### src/command_line_tokenizer_macros.svh
// ----------------------------------------------------------------------------
// command line tokenizer assertion macros
// concurrent check wrappers, clocked on clk_i and held off during reset
// ----------------------------------------------------------------------------
`ifndef COMMAND_LINE_TOKENIZER_MACROS_SVH
`define COMMAND_LINE_TOKENIZER_MACROS_SVH

`ifndef SYNTHESIS

// plain property check
`define CLT_ASSERT(lbl, prop) \
  lbl: assert property (@(posedge clk_i) disable iff (!rst_ni) (prop)) \
    else $error("command_line_tokenizer check failed");

// antecedent overlapping-implies consequent
`define CLT_ASSERT_IMP(lbl, ante, cons) \
  lbl: assert property (@(posedge clk_i) disable iff (!rst_ni) (ante) |-> (cons)) \
    else $error("command_line_tokenizer implication failed");

// antecedent implies consequent in the next cycle
`define CLT_ASSERT_NXT(lbl, ante, cons) \
  lbl: assert property (@(posedge clk_i) disable iff (!rst_ni) (ante) |=> (cons)) \
    else $error("command_line_tokenizer next-cycle check failed");

`else

`define CLT_ASSERT(lbl, prop)
`define CLT_ASSERT_IMP(lbl, ante, cons)
`define CLT_ASSERT_NXT(lbl, ante, cons)

`endif

`endif

### src/clt_pkg.sv
// ----------------------------------------------------------------------------
// clt_pkg
// shared types and character codes of the command line tokenizer
// ----------------------------------------------------------------------------
package clt_pkg;

  // parser mode
  typedef enum logic [2:0] {
    MODE_BETWEEN = 3'd0,
    MODE_PLAIN   = 3'd1,
    MODE_QUOTED  = 3'd2,
    MODE_ESCAPED = 3'd3,
    MODE_CLOSED  = 3'd4,
    MODE_FAILED  = 3'd5
  } mode_e;

  // character codes
  localparam logic [7:0] ChQuote  = 8'h22;
  localparam logic [7:0] ChEscape = 8'h2A;
  localparam logic [7:0] ChEscOut = 8'h17;
  localparam logic [7:0] ChNl     = 8'h0A;
  localparam logic [7:0] ChSpace  = 8'h20;
  localparam logic [7:0] ChTab    = 8'h09;
  localparam logic [7:0] ChUpperE = 8'h45;
  localparam logic [7:0] ChUpperN = 8'h4E;

  // one result item
  typedef struct packed {
    logic       char_valid;
    logic [7:0] char_value;
    logic       arg_start;
    logic       arg_end;
    logic [7:0] arg_number;
    logic       parse_error;
    logic       line_done;
    logic [8:0] total_args;
  } res_t;

  function automatic logic is_separator(input logic [7:0] c);
    return (c == ChSpace) || (c == ChTab) || (c == ChNl);
  endfunction

endpackage

### src/clt_step.sv
// ----------------------------------------------------------------------------
// clt_step
// per-byte parser decision: next mode, next argument count, result item
// ----------------------------------------------------------------------------
module clt_step #(
  parameter int MAX_ARGS = 256,
  parameter int CNT_W    = 13
) (
  input  clt_pkg::mode_e     mode_i,
  input  logic [CNT_W-1:0]   cnt_i,
  input  logic [7:0]         byte_i,
  input  logic               last_i,
  output clt_pkg::mode_e     mode_o,
  output logic [CNT_W-1:0]   cnt_o,
  output clt_pkg::res_t      res_o
);
  import clt_pkg::*;

  logic             sep;
  logic             cv;
  logic [7:0]       val;
  logic             start;
  logic             fin;
  logic             err;
  mode_e            mode_n;
  logic [CNT_W-1:0] cnt_n;
  logic [CNT_W-1:0] cnt_m1;

  assign sep = is_separator(byte_i);

  // mode transition and per-byte flags
  always_comb begin
    cv     = 1'b0;
    val    = 8'h00;
    start  = 1'b0;
    fin    = 1'b0;
    err    = 1'b0;
    mode_n = mode_i;
    cnt_n  = cnt_i;
    unique case (mode_i)
      MODE_PLAIN: begin
        if (sep) begin
          fin    = 1'b1;
          mode_n = MODE_BETWEEN;
        end else begin
          cv  = 1'b1;
          val = byte_i;
          fin = last_i;
        end
      end
      MODE_QUOTED: begin
        if (byte_i == ChQuote) begin
          fin    = 1'b1;
          mode_n = MODE_CLOSED;
        end else if (byte_i == ChEscape) begin
          mode_n = MODE_ESCAPED;
          err    = last_i;
        end else begin
          cv  = 1'b1;
          val = byte_i;
          err = last_i;
        end
      end
      MODE_ESCAPED: begin
        cv = 1'b1;
        if (byte_i == ChUpperE) begin
          val = ChEscOut;
        end else if (byte_i == ChUpperN) begin
          val = ChNl;
        end else begin
          val = byte_i;
        end
        mode_n = MODE_QUOTED;
        err    = last_i;
      end
      MODE_CLOSED: begin
        if (sep) begin
          mode_n = MODE_BETWEEN;
        end else begin
          err = 1'b1;
        end
      end
      MODE_FAILED: begin
        err = 1'b1;
      end
      default: begin
        // between arguments, also recovers from unused codes
        mode_n = MODE_BETWEEN;
        if (!sep && (cnt_i < CNT_W'(MAX_ARGS))) begin
          start = 1'b1;
          cnt_n = cnt_i + 1'b1;
          if (byte_i == ChQuote) begin
            mode_n = MODE_QUOTED;
            err    = last_i;
          end else begin
            cv     = 1'b1;
            val    = byte_i;
            mode_n = MODE_PLAIN;
            fin    = last_i;
          end
        end
      end
    endcase
    if (err) begin
      mode_n = MODE_FAILED;
    end
  end

  assign cnt_m1 = cnt_n - 1'b1;

  // result item, counts taken before the end-of-line reset
  always_comb begin
    res_o.char_valid  = cv;
    res_o.char_value  = val;
    res_o.arg_start   = start;
    res_o.arg_end     = fin;
    res_o.arg_number  = cnt_m1[7:0];
    res_o.parse_error = err;
    res_o.line_done   = last_i;
    res_o.total_args  = last_i ? cnt_n[8:0] : 9'd0;
  end

  // line end resets the parser
  assign mode_o = last_i ? MODE_BETWEEN : mode_n;
  assign cnt_o  = last_i ? CNT_W'(1) : cnt_n;

endmodule

### src/command_line_tokenizer.sv
// latency: a result item is valid on the cycle after its byte is taken from the input register
// throughput: one byte per cycle unless stalled; sole loop: mode/count update in clt_step
// input register and result register decouple the two channels, ready is combinational
// from out_ready_i through both stages
// reset: asynchronous active low, parser between arguments with the count at one, stages empty
// ----------------------------------------------------------------------------
// command_line_tokenizer
// splits a byte stream into quoted or plain arguments, one result item per byte
// ----------------------------------------------------------------------------
`include "command_line_tokenizer_macros.svh"

module command_line_tokenizer #(
  parameter int MAX_ARGS = 256
) (
  input  logic       clk_i,
  input  logic       rst_ni,
  input  logic       in_valid_i,
  output logic       in_ready_o,
  input  logic [7:0] in_byte_i,
  input  logic       last_byte_i,
  output logic       out_valid_o,
  input  logic       out_ready_i,
  output logic       char_valid_o,
  output logic [7:0] char_value_o,
  output logic       arg_start_o,
  output logic       arg_end_o,
  output logic [7:0] arg_number_o,
  output logic       parse_error_o,
  output logic       line_done_o,
  output logic [8:0] total_args_o
);
  import clt_pkg::*;

  localparam int CntBits = $clog2(MAX_ARGS + 1);
  localparam int CntW    = (CntBits > 9) ? CntBits : 9;

  logic            s1_valid_q;
  logic [7:0]      s1_byte_q;
  logic            s1_last_q;
  logic            out_valid_q;
  logic            out_valid_d;
  res_t            out_res_q;
  res_t            step_res;
  mode_e           mode_q;
  mode_e           mode_d;
  logic [CntW-1:0] cnt_q;
  logic [CntW-1:0] cnt_d;
  logic            adv;
  logic            in_acc;

  // handshake between the stages
  assign adv        = s1_valid_q && (!out_valid_q || out_ready_i);
  assign in_ready_o = !s1_valid_q || adv;
  assign in_acc     = in_valid_i && in_ready_o;

  assign out_valid_d = adv ? 1'b1 : (out_ready_i ? 1'b0 : out_valid_q);

  // parser decision for the held byte
  clt_step #(
    .MAX_ARGS (MAX_ARGS),
    .CNT_W    (CntW)
  ) u_step (
    .mode_i (mode_q),
    .cnt_i  (cnt_q),
    .byte_i (s1_byte_q),
    .last_i (s1_last_q),
    .mode_o (mode_d),
    .cnt_o  (cnt_d),
    .res_o  (step_res)
  );

  // control state
  always_ff @(posedge clk_i or negedge rst_ni) begin
    if (!rst_ni) begin
      s1_valid_q  <= 1'b0;
      out_valid_q <= 1'b0;
      mode_q      <= MODE_BETWEEN;
      cnt_q       <= CntW'(1);
    end else begin
      if (in_acc) begin
        s1_valid_q <= 1'b1;
      end else if (adv) begin
        s1_valid_q <= 1'b0;
      end
      out_valid_q <= out_valid_d;
      if (adv) begin
        mode_q <= mode_d;
        cnt_q  <= cnt_d;
      end
    end
  end

  // input item register
  always_ff @(posedge clk_i) begin
    if (in_acc) begin
      s1_byte_q <= in_byte_i;
      s1_last_q <= last_byte_i;
    end
  end

  // result item register
  always_ff @(posedge clk_i) begin
    if (adv) begin
      out_res_q <= step_res;
    end
  end

  assign out_valid_o   = out_valid_q;
  assign char_valid_o  = out_res_q.char_valid;
  assign char_value_o  = out_res_q.char_value;
  assign arg_start_o   = out_res_q.arg_start;
  assign arg_end_o     = out_res_q.arg_end;
  assign arg_number_o  = out_res_q.arg_number;
  assign parse_error_o = out_res_q.parse_error;
  assign line_done_o   = out_res_q.line_done;
  assign total_args_o  = out_res_q.total_args;

  // checks
  `CLT_ASSERT_NXT(a_line_end_resets, adv && s1_last_q, (mode_q == MODE_BETWEEN) && (cnt_q == CntW'(1)))
  `CLT_ASSERT(a_count_in_range, (cnt_q != '0) && (cnt_q <= CntW'(MAX_ARGS)))
  `CLT_ASSERT_IMP(a_error_never_ends_arg, out_valid_q, !(out_res_q.parse_error && out_res_q.arg_end))
  `CLT_ASSERT_IMP(a_char_zero_when_idle, out_valid_q && !out_res_q.char_valid, out_res_q.char_value == 8'h00)

endmodule

### config.mk
export PLATFORM = sky130hd
export DESIGN_NAME = command_line_tokenizer
export DESIGN_NICKNAME = d
export VERILOG_FILES = /design/src/clt_pkg.sv /design/src/clt_step.sv /design/src/command_line_tokenizer.sv
export VERILOG_INCLUDE_DIRS = /design/src /design/src/src
export SDC_FILE = /design/constraint.sdc
export NUM_CORES = 1
export LEC_CHECK = 0
export ABC_AREA = 1
export BUFFER_PORTS_ARGS = -buffer_cell sky130_fd_sc_hd__buf_2
export CAP_MARGIN = 10
export CORE_ASPECT_RATIO = 1.75
export CORE_MARGIN = 1.5
export CORE_UTILIZATION = 44
export CTS_BUF_LIST = sky130_fd_sc_hd__clkbuf_8
export CTS_CLUSTER_DIAMETER = 60
export DETAILED_ROUTE_END_ITERATION = 10
export PLACE_DENSITY_LB_ADDON = 0.12
export SYNTH_ARGS = -nofsm -noshare
export SYNTH_HDL_FRONTEND = slang
export SYNTH_SLANG_ARGS = --single-unit
export TNS_END_PERCENT = 20
### constraint.sdc
create_clock -name clk_i -period 2.1 [get_ports clk_i]
set_clock_uncertainty 0.05 [all_clocks]
set_input_delay 0.315 -clock clk_i [delete_from_list [all_inputs] [get_ports clk_i]]
set_output_delay 0.315 -clock clk_i [all_outputs]
set_load 0.02 [all_outputs]
# Word-level counts from Yosys, hierarchy flattened

Cells that the tools add are included.
Widths: inputs -> output; s select.

Flip-flop bits (word level): 53
Input bits: 13
Output and inout port bits: 32
Word-level logic and storage cells: 87

Add/subtract/negate cells: 2
Order comparisons: 1
Eq/ne operators: 15
Mux-type cells: 38
Reduce and logical (&&, ||, !) cells: 17

Operators by type and width:

| operator            | number |
|---|---|
| $mux 8              | 7 |
| $pmux 8 s4          | 1 |
| $mux 9              | 3 |
| $eq 8x6->1 const B  | 3 |
| $mux 3              | 6 |
| $eq 8x4->1 const B  | 2 |
| $eq 8x7->1 const B  | 2 |
| $mux 1              | 16 |
| $pmux 3 s4          | 1 |
| $add 9x1->9 const B | 1 |
| $lt 9x9->1 const B  | 1 |
| $sub 8x1->8 const B | 1 |
| $eq 3x2->1 const B  | 2 |
| $eq 3x3->1 const B  | 2 |
| $ne 5x2->1 const B  | 1 |
| $pmux 1 s5          | 1 |
| $reduce_or 5->1     | 1 |
| $logic_or 1x1->1    | 4 |
| $ne 4x1->1 const B  | 1 |
| $pmux 1 s4          | 1 |
| $reduce_and 4->1    | 1 |
| $reduce_bool 2->1   | 2 |
| $reduce_or 2->1     | 2 |
| $eq 3x1->1 const B  | 1 |
| 6 further kinds     | 10 |

# Longest topological paths before layout

Gate-level depths: netlist of the first run.

Word-level depth: 9
Depth in mapped cells: 14
Mapped depth without buffers: 14

# Hierarchy

From an unflattened synthesis of the first run, not the netlist that was laid out.

Cell total of the unflattened synthesis: 295
Area total of the unflattened synthesis: 2766.4 um^2

By module, submodules not included:

| module                 | times used | cells each | area each (um^2) | sequential area each (um^2) |
|---|---|---|---|---|
| command_line_tokenizer | 1          | 101        | 1739.2           | 1522.7 |
| clt_step               | 1          | 194        | 1027.2           | 0.0 |

# Worst setup path before layout of the first run

Ideal clock, no wire load.

Path type: reg-to-reg
Start: register mode_q[2]
End: register out_res_q, in the netlist arg_number_o[6] (data pin)
Library setup time: 253 ps
Arrival time: 1788 ps
Required time: 1797 ps
Setup slack: 9 ps
Cell stages (with the launch flop): 14
Buffers on the path: 1
Period minus slack after synthesis: 2091 ps
Cell sequence: dfrtp_1 > buf_6 > o21ai_4 > inv_2 > nor2_4 > nand4_2 > xor2_2 > inv_1 > ha_1 > nand2_2 > nor2_2 > nand3_1 > nand2_1 > nand2_1

RTL lines:

| item                   | line                          | source |
|---|---|---|
| start, declared        | command_line_tokenizer.sv:44  | `mode_e mode_q;` |
| start signal, assigned | command_line_tokenizer.sv:87  | `mode_q <= mode_d;` |
| end signal, assigned   | command_line_tokenizer.sv:104 | `out_res_q <= step_res;` |
| end, declared          | command_line_tokenizer.sv:42  | `res_t out_res_q;` |

==> flow_summary.ini, run 1 <==
[run_status]
status = finished, violations left
violations = negative setup slack

[cts]
clock_path_buffers = 2
h-tree-depth = 2
cts_buffers = 5
clkTransAtPathRegs_ns = 0.09
insertion_delay_ns = 0.32
tritoncts = built
cts_sinks = 53
cts-root-buf = clkbuf_8

[power_and_ir_drop]
peakVddDrop_mv = 0.500
p_clk_share_pct = 11.5
p_leak_nw = 1.69
pwr-share-seq_pct = 33.9
combPwrFrac_pct = 54.6
power_density_mw_per_mm2 = 1350
p_total_mw = 4.93
p_sw_share_pct = 42.6
internal_power_mw = 2.83
p_sw_mw = 2.10

[floorplan]
fp-row-count = 38
start_util_pct = 46.0
core_area_mm2 = 0.00623
io-pin-count = 45
die_x_um = 64.0
die_h_um = 110
fp.dieArea_mm2 = 0.00702

[yosys]
ys_top_cells_by_area = edfxtp_1 41%, dfrtp_1 11%, nand2_1 10%
ys_seq_elements = 53
ys_top_cells_by_count = 76 x nand2_1, 43 x inv_1, 39 x edfxtp_1
synthFlopType = edfxtp_1
yosysUniqueCellTypes = 40
yosysSeqAreaShare_pct = 53.2
yosys.area.top_type = edfxtp_1
synthCells = 314
synthesis.nets = 329
synth_warnings = 0
ys_async_sr_fraction_pct = 26.4
synth.most_common_cell = nand2_1
syn_avg_cell_area_um2 = 9.12
synth.top_cell.area_share_pct = 40.9
synth_area_mm2 = 0.00286
synth_edf_count = 39

[sta]
setup_viol = 1
slew_headroom_pct = 74.0
max_freq_mhz = 475
rsz0062_at_grt = yes
min_period_ns = 2.11
hold_viol = 0
tightest_slew_ns = 0.388
setup_ws_ns = -0.00682
slew_viol_final = 0
whs_ns = 0.117
timing.final.crit_share_pct = 100
setup_tns_ns = -0.00682

[finish]
area_growth_pct = 27.3
drive_gt1_share_pct = 36.3
final_core_util_pct = 58.5
fill_cells = 561
diodes = 0
final_nets = 411

[detailed_routing]
ant_nets = 0
wirelength_mm = 6.94
first_pass_iters = 4
wl_per_cell_um = 14.5
dr_total_vias = 2466
routed_via_density = 5.17
drcViolationCount = 0
drt-initial-drc-count = 111

[grt]
grt_pass1_vias = 2390
grt_pass1_wl_mm = 10.9
track_usage_pct = 20.9
antenna_found_initial = 0
grt_max_degree = 40
gr-total-overflow = 0

[place]
finalWeightedCongestion = 1.06
hpwl_mm = 5.29
numPortBuffers = 44

[critical_path]
cp.required_ns = 2.13
critical_path_class = reg2reg
cp_max_fo = 5
crit_path_start_kind = flip-flop
worstSetupEndpointType = flip-flop
cp.arrival_ns = 2.14

[flow_run]
max_cap_viol_count = 0

[min_path]
hold_path_class = in2reg
-- power by group through the flow --
stage / registers [mW] / logic (mW) / clock network (mW)
final: 1.67 / 2.69 / 0.567
after global placement: 1.69 / 2.36 / 0
after CTS: 1.67 / 2.44 / 0.584
after floorplan: 1.94 / 1.39 / 0
after global routing: 1.70 / 2.94 / 0.618
after detailed placement: 1.69 / 2.40 / 0
-- per-stage QoR --
| step | worst slack [ns] | instance area (µm²) | cells |
|---|---|---|---|
| after global placement | 0.0318 | 3350 | 459 |
| after CTS | 0.000535 | 3490 | 471 |
| after detailed placement | -0.00802 | 3350 | 459 |
| after global routing | -0.0605 | 3640 | 477 |
| final | -0.00682 | 3640 | 477 |
| after floorplan | 0.00943 | 2860 | 314 |
-- per-layer routing --
| metal | vias to the layer above | track usage (%) | part of all wire, % |
|---|---|---|---|
| met5 | - | 0 | 0 |
| met4 | 0 | 15.5 | 6.2 |
| met3 | 33 | 3.17 | 3.0 |
| met2 | 76 | 41.4 | 58 |
| met1 | 1146 | 18.0 | 33 |
| li1 | 1211 | - | - |
-- final timing paths --
check                              from  slack, ns         endpoint  cells past startpoint
max                        s1_byte_q[2]     -0.007  char_value_o[5]                     10
min                        in_byte_i[3]       0.12     s1_byte_q[3]                      1
max reg2reg                s1_byte_q[2]     -0.007  char_value_o[5]                     10
min reg2reg                 out_valid_o       0.49      out_valid_o                      2
max in group asynchronous        rst_ni       1.31         cnt_q[0]                      2
min in group asynchronous        rst_ni       0.38        mode_q[1]                      2
-- state kept, by name, indices dropped and copies added (netlist names) --
signal,flops
cnt_q,9
mode_q,3
char_valid_o,1
total_args_o,9
line_done_o,1
s1_last_q,1
char_value_o,8
arg_number_o,8
out_valid_o,1
arg_end_o,1
parse_error_o,1
s1_valid_q,1
s1_byte_q,8
arg_start_o,1
-- cell type report --
class	instances	area [µm²]	share of cell area, %
Clock buffer	5	68.8	1.89
Clock inverter	3	17.5	0.481
Inverter	50	195	5.36
Multi-Input combinational cell	208	1240	34.1
Sequential cell	53	1520	41.8
Tap cell	80	100	2.75
Timing Repair Buffer	78	498	13.7
-- cells by family (layout without fill, tap and decap cells) --
group / Yosys count / count (layout) / share of synthesized area [%]
buffers and inverters: 53 / 136 / 7.52
AO/OA/AOI/OAI: 28 / 28 / 6.64
flip-flops: 53 / 53 / 53.2
XOR/XNOR: 5 / 5 / 1.79
adder cells (fa/ha/maj): 2 / 2 / 0.874
AND/OR/NAND/NOR: 173 / 173 / 30.0
-- what timing repair did --
action	CTS	global route
resized for setup	3	35
pin swaps	0	12
hold endpoints to repair	13	0
hold buffers	1	0
setup buffers	3	6
endpoints found under the setup margin	1	12
-- worst max-delay path: stages (launching register included) --
cell and delay [ns]:
edfxtp_1 0.49, inv_2 0.10, nand2_2 0.08, nor2_4 0.13, nand3_4 0.13, nand3_4 0.13
nor2_4 0.06, buf_4 0.14, nand2_1 0.08, nand4_1 0.24, and2_4 0.24
-- cells in the final DEF, fill, tap and decap left out, types with 5 or more instances in the layout --
cell type  instances
nand2_1           72
buf_2             44
edfxtp_1          39
inv_1             37
buf_4             30
nand3_1           23
nor2_1            19
dfrtp_1           12
nand2_2           11
nor2_4            11
inv_2             10
nand4_1           10
o22ai_1            8
nor3_1             7
a21oi_1            7
nor2_2             6
nand2_4            5
clkbuf_8           5
Power figures use the tool's default switching activity.
==> inputs of run 2 (changes only) <==
--- a/config.mk
+++ b/config.mk
@@ -15,7 +15,8 @@
 export CTS_BUF_LIST = sky130_fd_sc_hd__clkbuf_8
 export CTS_CLUSTER_DIAMETER = 60
 export DETAILED_ROUTE_END_ITERATION = 10
-export PLACE_DENSITY_LB_ADDON = 0.12
+export PLACE_DENSITY = 0.67
+export RECOVER_POWER = 50
 export SYNTH_ARGS = -nofsm -noshare
 export SYNTH_HDL_FRONTEND = slang
 export SYNTH_SLANG_ARGS = --single-unit
==> run 2 against run 1 <==
  * The flow now finishes without violations
  * Sequential power is essentially flat
  * Worst hold slack about the same
  * Clock power is 2% higher
  * Design area rose by 0.17%
  * Worst setup slack improved by 0.058 ns
  * Critical path type unchanged
  * Largest power group unchanged
==> flow_summary.ini, run 2 (synthesis gave the netlist of run 1 again) <==
[run_status]
status = complete, no violations

[detailed_routing]
wl_per_cell_um = 14.3
drt-initial-drc-count = 134
wirelength_mm = 6.83
drcViolationCount = 0
routed_via_density = 5.13
first_pass_iters = 4
ant_nets = 0
dr_total_vias = 2457

[cts]
clkTransAtPathRegs_ns = 0.09
insertion_delay_ns = 0.31
cts-root-buf = clkbuf_8
clock_path_buffers = 2
tritoncts = built
cts_buffers = 5
cts_sinks = 53
h-tree-depth = 2

[min_path]
hold_path_class = in2reg
hold_path_depth = 1

[sta]
timing.final.crit_share_pct = 97.6
setup_tns_ns = 0
whs_ns = 0.117
tightest_slew_ns = 0.914
min_period_ns = 2.05
setup_viol = 0
hold_viol = 0
rsz0062_at_grt = yes
setup_ws_ns = 0.0510
slew_viol_final = 0
max_freq_mhz = 488
slew_headroom_pct = 39.0

[place]
hpwl_mm = 5.13
postPlaceCellArea_mm2 = 0.00334
numPortBuffers = 44
finalWeightedCongestion = 0.884
pre_cts_slack_ns = -0.0227

[finish]
diodes = 0
fin_area_mm2 = 0.00365
final_nets = 413
layout_commonest_cell = nand2_1
final_core_util_pct = 58.6
final_cell_mix = 70 x nand2_1, 39 x edfxtp_1, 37 x inv_1, 32 x clkbuf_1, 32 x buf_4
multiInputGateArea_mm2 = 0.00127
area_growth_pct = 27.5
seq_area_mm2 = 0.00152
drive_gt1_share_pct = 29.6
fill_cells = 568

[floorplan]
die_h_um = 110
core_area_mm2 = 0.00623
fp.dieArea_mm2 = 0.00702
start_util_pct = 46.0
die_x_um = 64.0
io-pin-count = 45
fp-row-count = 38

[power_and_ir_drop]
power_density_mw_per_mm2 = 1360
p_leak_nw = 1.62
peakVddDrop_mv = 0.575

[critical_path]
reg2reg_depth = 13
critical_path_class = reg2reg
crit_path_start_kind = flip-flop
cp_max_fo = 5
cp.required_ns = 2.13
worstSetupEndpointType = flip-flop
cp.arrival_ns = 2.08

[grt]
track_usage_pct = 20.0
gr-total-overflow = 0
grt_pass1_wl_mm = 10.6
antenna_found_initial = 0
grt_pass1_vias = 2357
grt_max_degree = 37

[flow_run]
max_cap_viol_count = 0
run 2: cell count changes in the layout (fill, tap and decap cells not counted), sizes merged:
cell    before  now
inv         48   49
buf         77   47
clkbuf       5   38
clkinv       5    3
run 2: what timing repair did:
action | 4_1_cts | 5_1_grt
hold buffers | 1 | 0
buffers inserted | 2 | 11
pin swaps | 2 | 18
endpoints found under the setup margin | 3 | 9
resized for setup | 4 | 40
endpoints found under the hold margin | 13 | 0
run 2: layout make-up:
cell class,instances,area share [%]
Inverter,50,5.28
Multi-Input combinational cell,208,34.8
Sequential cell,53,41.7
Clock inverter,2,0.206
Clock buffer,6,2.26
Tap cell,80,2.74
Timing Repair Buffer,80,13.0
run 2: worst max-delay path, stage by stage (launching register included):
cell and delay [ns]:
edfxtp_1 0.51, nor2_4 0.17, inv_2 0.05, nor2_4 0.10
nand2_4 0.09, nand4_4 0.14, xor2_2 0.09, inv_2 0.08
ha_4 0.15, nand2_4 0.05, nor2_4 0.14, nand3_2 0.08
nand2_1 0.06, nand2_1 0.05
run 2: power by group:
group          total [mW]  switching (mW)  internal, mW
Combinational        2.70            1.66          1.04
Sequential           1.68           0.143          1.54
Clock               0.578           0.318         0.260
run 2: path summary, 6_finish.rpt:
path,slack [ns],end,from
worst max-delay path,0.05,arg_number_o[6],s1_byte_q[3]
worst min-delay path,0.12,s1_byte_q[3],in_byte_i[3]
worst max register to register,0.05,arg_number_o[6],s1_byte_q[3]
worst min register to register,0.50,out_valid_o,out_valid_o
max in group asynchronous,0.80,mode_q[2],rst_ni
min in group asynchronous,0.59,cnt_q[5],rst_ni
run 2: stage by stage:
stage,total power [mW],instances
2_1_floorplan,3.32,314
3_3_place_gp,4.00,457
3_5_place_dp,4.05,457
4_1_cts,4.69,468
5_1_grt,5.27,479
6_report,4.96,479
run 2: layer usage:
layer	share of wire (%)	vias up	global-route usage (%)
met4	4.5	0	12.1
met3	3.1	24	2.87
met5	0	-	0
met1	34	1158	18.3
met2	58	61	40.1
li1	-	1214	-
==> inputs of run 3 (changes only) <==
--- a/config.mk
+++ b/config.mk
@@ -17,6 +17,7 @@
 export DETAILED_ROUTE_END_ITERATION = 10
 export PLACE_DENSITY = 0.67
 export RECOVER_POWER = 50
+export SETUP_SLACK_MARGIN = 0.5
 export SYNTH_ARGS = -nofsm -noshare
 export SYNTH_HDL_FRONTEND = slang
 export SYNTH_SLANG_ARGS = --single-unit
==> run 3 against run 2 <==
  * Global-route usage increased by 1.2 points
  * Sequential power hardly changed
  * Non-clock buffer count rose by 21
  * Sequential cell count stayed put
  * Design area grew 10%
  * Clock-buffer cell count unchanged
  * Worst setup slack worse by 0.029 ns
  * Critical path depth is 4 lower
==> flow_summary.ini, run 3 (synthesis gave the netlist of run 1 again) <==
[sta]
tightest_slew_ns = 0.972
hold_viol = 0
setup_tns_ns = 0
timing.final.crit_share_pct = 99.0
slew_viol_final = 0
rsz0062_at_grt = yes
setup_ws_ns = 0.0218
setup_viol = 0
max_freq_mhz = 481
min_period_ns = 2.08
whs_ns = 0.115
slew_headroom_pct = 35.2

[power_and_ir_drop]
p_leak_nw = 1.77
peakVddDrop_mv = 0.623
p_sw_share_pct = 42.8
power_density_mw_per_mm2 = 1360
pwr-share-seq_pct = 31.0
combPwrFrac_pct = 58.2
p_clk_share_pct = 10.8
internal_power_mw = 3.13
p_sw_mw = 2.34

[grt]
grt_pass1_vias = 2442
grt_busiest_layer = met2
track_usage_pct = 21.2
met1_usage_pct = 19.6
grt_pass1_wl_mm = 11.1
gr-total-overflow = 0
grt_max_degree = 21
antenna_found_initial = 0
met3_usage_pct = 3.68
grt_use_met2_pct = 40.6

[floorplan]
fp.dieArea_mm2 = 0.00702
die_x_um = 64.0
core_area_mm2 = 0.00623
die_h_um = 110
fp-row-count = 38
start_util_pct = 46.0
io-pin-count = 45

[detailed_routing]
first_pass_iters = 4
dr_total_vias = 2619
drcViolationCount = 0
routed_via_density = 5.24
wirelength_mm = 7.56
wl_per_cell_um = 15.1
drt-initial-drc-count = 152
ant_nets = 0

[finish]
fill_cells = 511
seq_area_mm2 = 0.00152
area_growth_pct = 40.4
final_cells = 500
final_nets = 434
multiInputGateArea_mm2 = 0.00146
drive_gt1_share_pct = 42.6
layout_commonest_cell = nand2_1
final_core_util_pct = 64.5
diodes = 0
final_cell_mix = 55 x nand2_1, 44 x buf_4, 39 x edfxtp_1, 33 x clkbuf_1, 31 x inv_1

[flow_run]
max_cap_viol_count = 0

[place]
hpwl_mm = 5.09
numPortBuffers = 44
pre_cts_slack_ns = 0.0227
placed_cells = 459
finalWeightedCongestion = 0.891

[critical_path]
setup.worst_path.start = s1_byte_q[4]
worstPathCellList = buf_6 -> nor2_4 -> nand3_4 -> nand3_4 -> nor2_4 -> buf_6 -> nand2_4 -> nand4_1 -> and2_1
cp_max_fo = 5
reg2reg_depth = 9
cp.arrival_ns = 2.10
crit_path_start_kind = flip-flop
r2r-start = s1_byte_q[4]
r2r-end = char_value_o[5]
worstSetupEndpointType = flip-flop
slowest_delay_ns = 0.45
r2r_slack_ns = 0.02
cp.required_ns = 2.13
critical_path_class = reg2reg
crit_path_end = char_value_o[5]
crit_slowest_cell = edfxtp_1

[cts]
clock_path_buffers = 2
tritoncts = built
cts_buffers = 5
h-tree-depth = 2
cts-root-buf = clkbuf_8
insertion_delay_ns = 0.32
clkTransAtPathRegs_ns = 0.09
cts_sinks = 53

[run_status]
status = complete, no violations

[min_path]
hp-start = last_byte_i
hold_path_class = in2reg
run 3: cell count changes in the layout (fill, tap and decap cells not counted), sizes merged:
| cell | before | now |
|---|---|---|
| buf | 47 | 67 |
| clkbuf | 38 | 39 |
| clkinvlp | 0 | 1 |
| inv | 49 | 48 |
run 3: routing by layer:
| metal | part of all wire [%] | routed length, µm |
|---|---|---|
| met5 | 0 | 0 |
| met1 | 34 | 2550 |
| met4 | 6.9 | 518 |
| met2 | 56 | 4230 |
| met3 | 3.4 | 260 |
run 3: stage by stage:
step	total power, mW	area (µm²)
global route	5.80	4020
floorplan	3.36	2880
detailed placement	4.10	3360
CTS	5.02	3750
finish	5.46	4020
global placement	4.06	3360
run 3: final cells by class:
type	instances	share of cell area (%)
well taps	80	2.49
repair buffers	101	16.1
flip-flops and latches	53	37.9
inverters	50	4.82
multi-input cells	208	36.4
clock buffers	6	2.05
clock inverters	2	0.218
run 3: critical path, delay by kind of cell (launching register included):
family / cells / cell delay [ns]
buf+inv: 2 / 0.28
flops: 1 / 0.45
simple gates: 7 / 1.06
run 3: worst min-delay path by stage:
stage,end,slack (ns),cells after the start
after global placement,s1_valid_q,0.20,1
after detailed placement,s1_valid_q,0.20,1
after global routing,s1_last_q,0.1,1
after floorplan,cnt_q[1],-0.03,0
after CTS,s1_last_q,0.11,1
final,s1_last_q,0.12,1
run 3: power groups by stage:
stage | clock network, mW | registers (mW) | logic, mW
4_1_cts | 0.610 | 1.68 | 2.73
3_5_place_dp | 0 | 1.69 | 2.41
5_1_grt | 0.654 | 1.72 | 3.43
6_report | 0.590 | 1.69 | 3.18
2_1_floorplan | 0 | 1.94 | 1.42
3_3_place_gp | 0 | 1.68 | 2.37
run 3: repair_timing:
action / CTS / global route
pin swaps: 23 / 41
hold buffers: 1 / 0
endpoints found under the hold margin: 13 / 0
resized for setup: 40 / 62
setup endpoints to repair: 38 / 41
buffers inserted: 21 / 11
cloned: 0 / 0
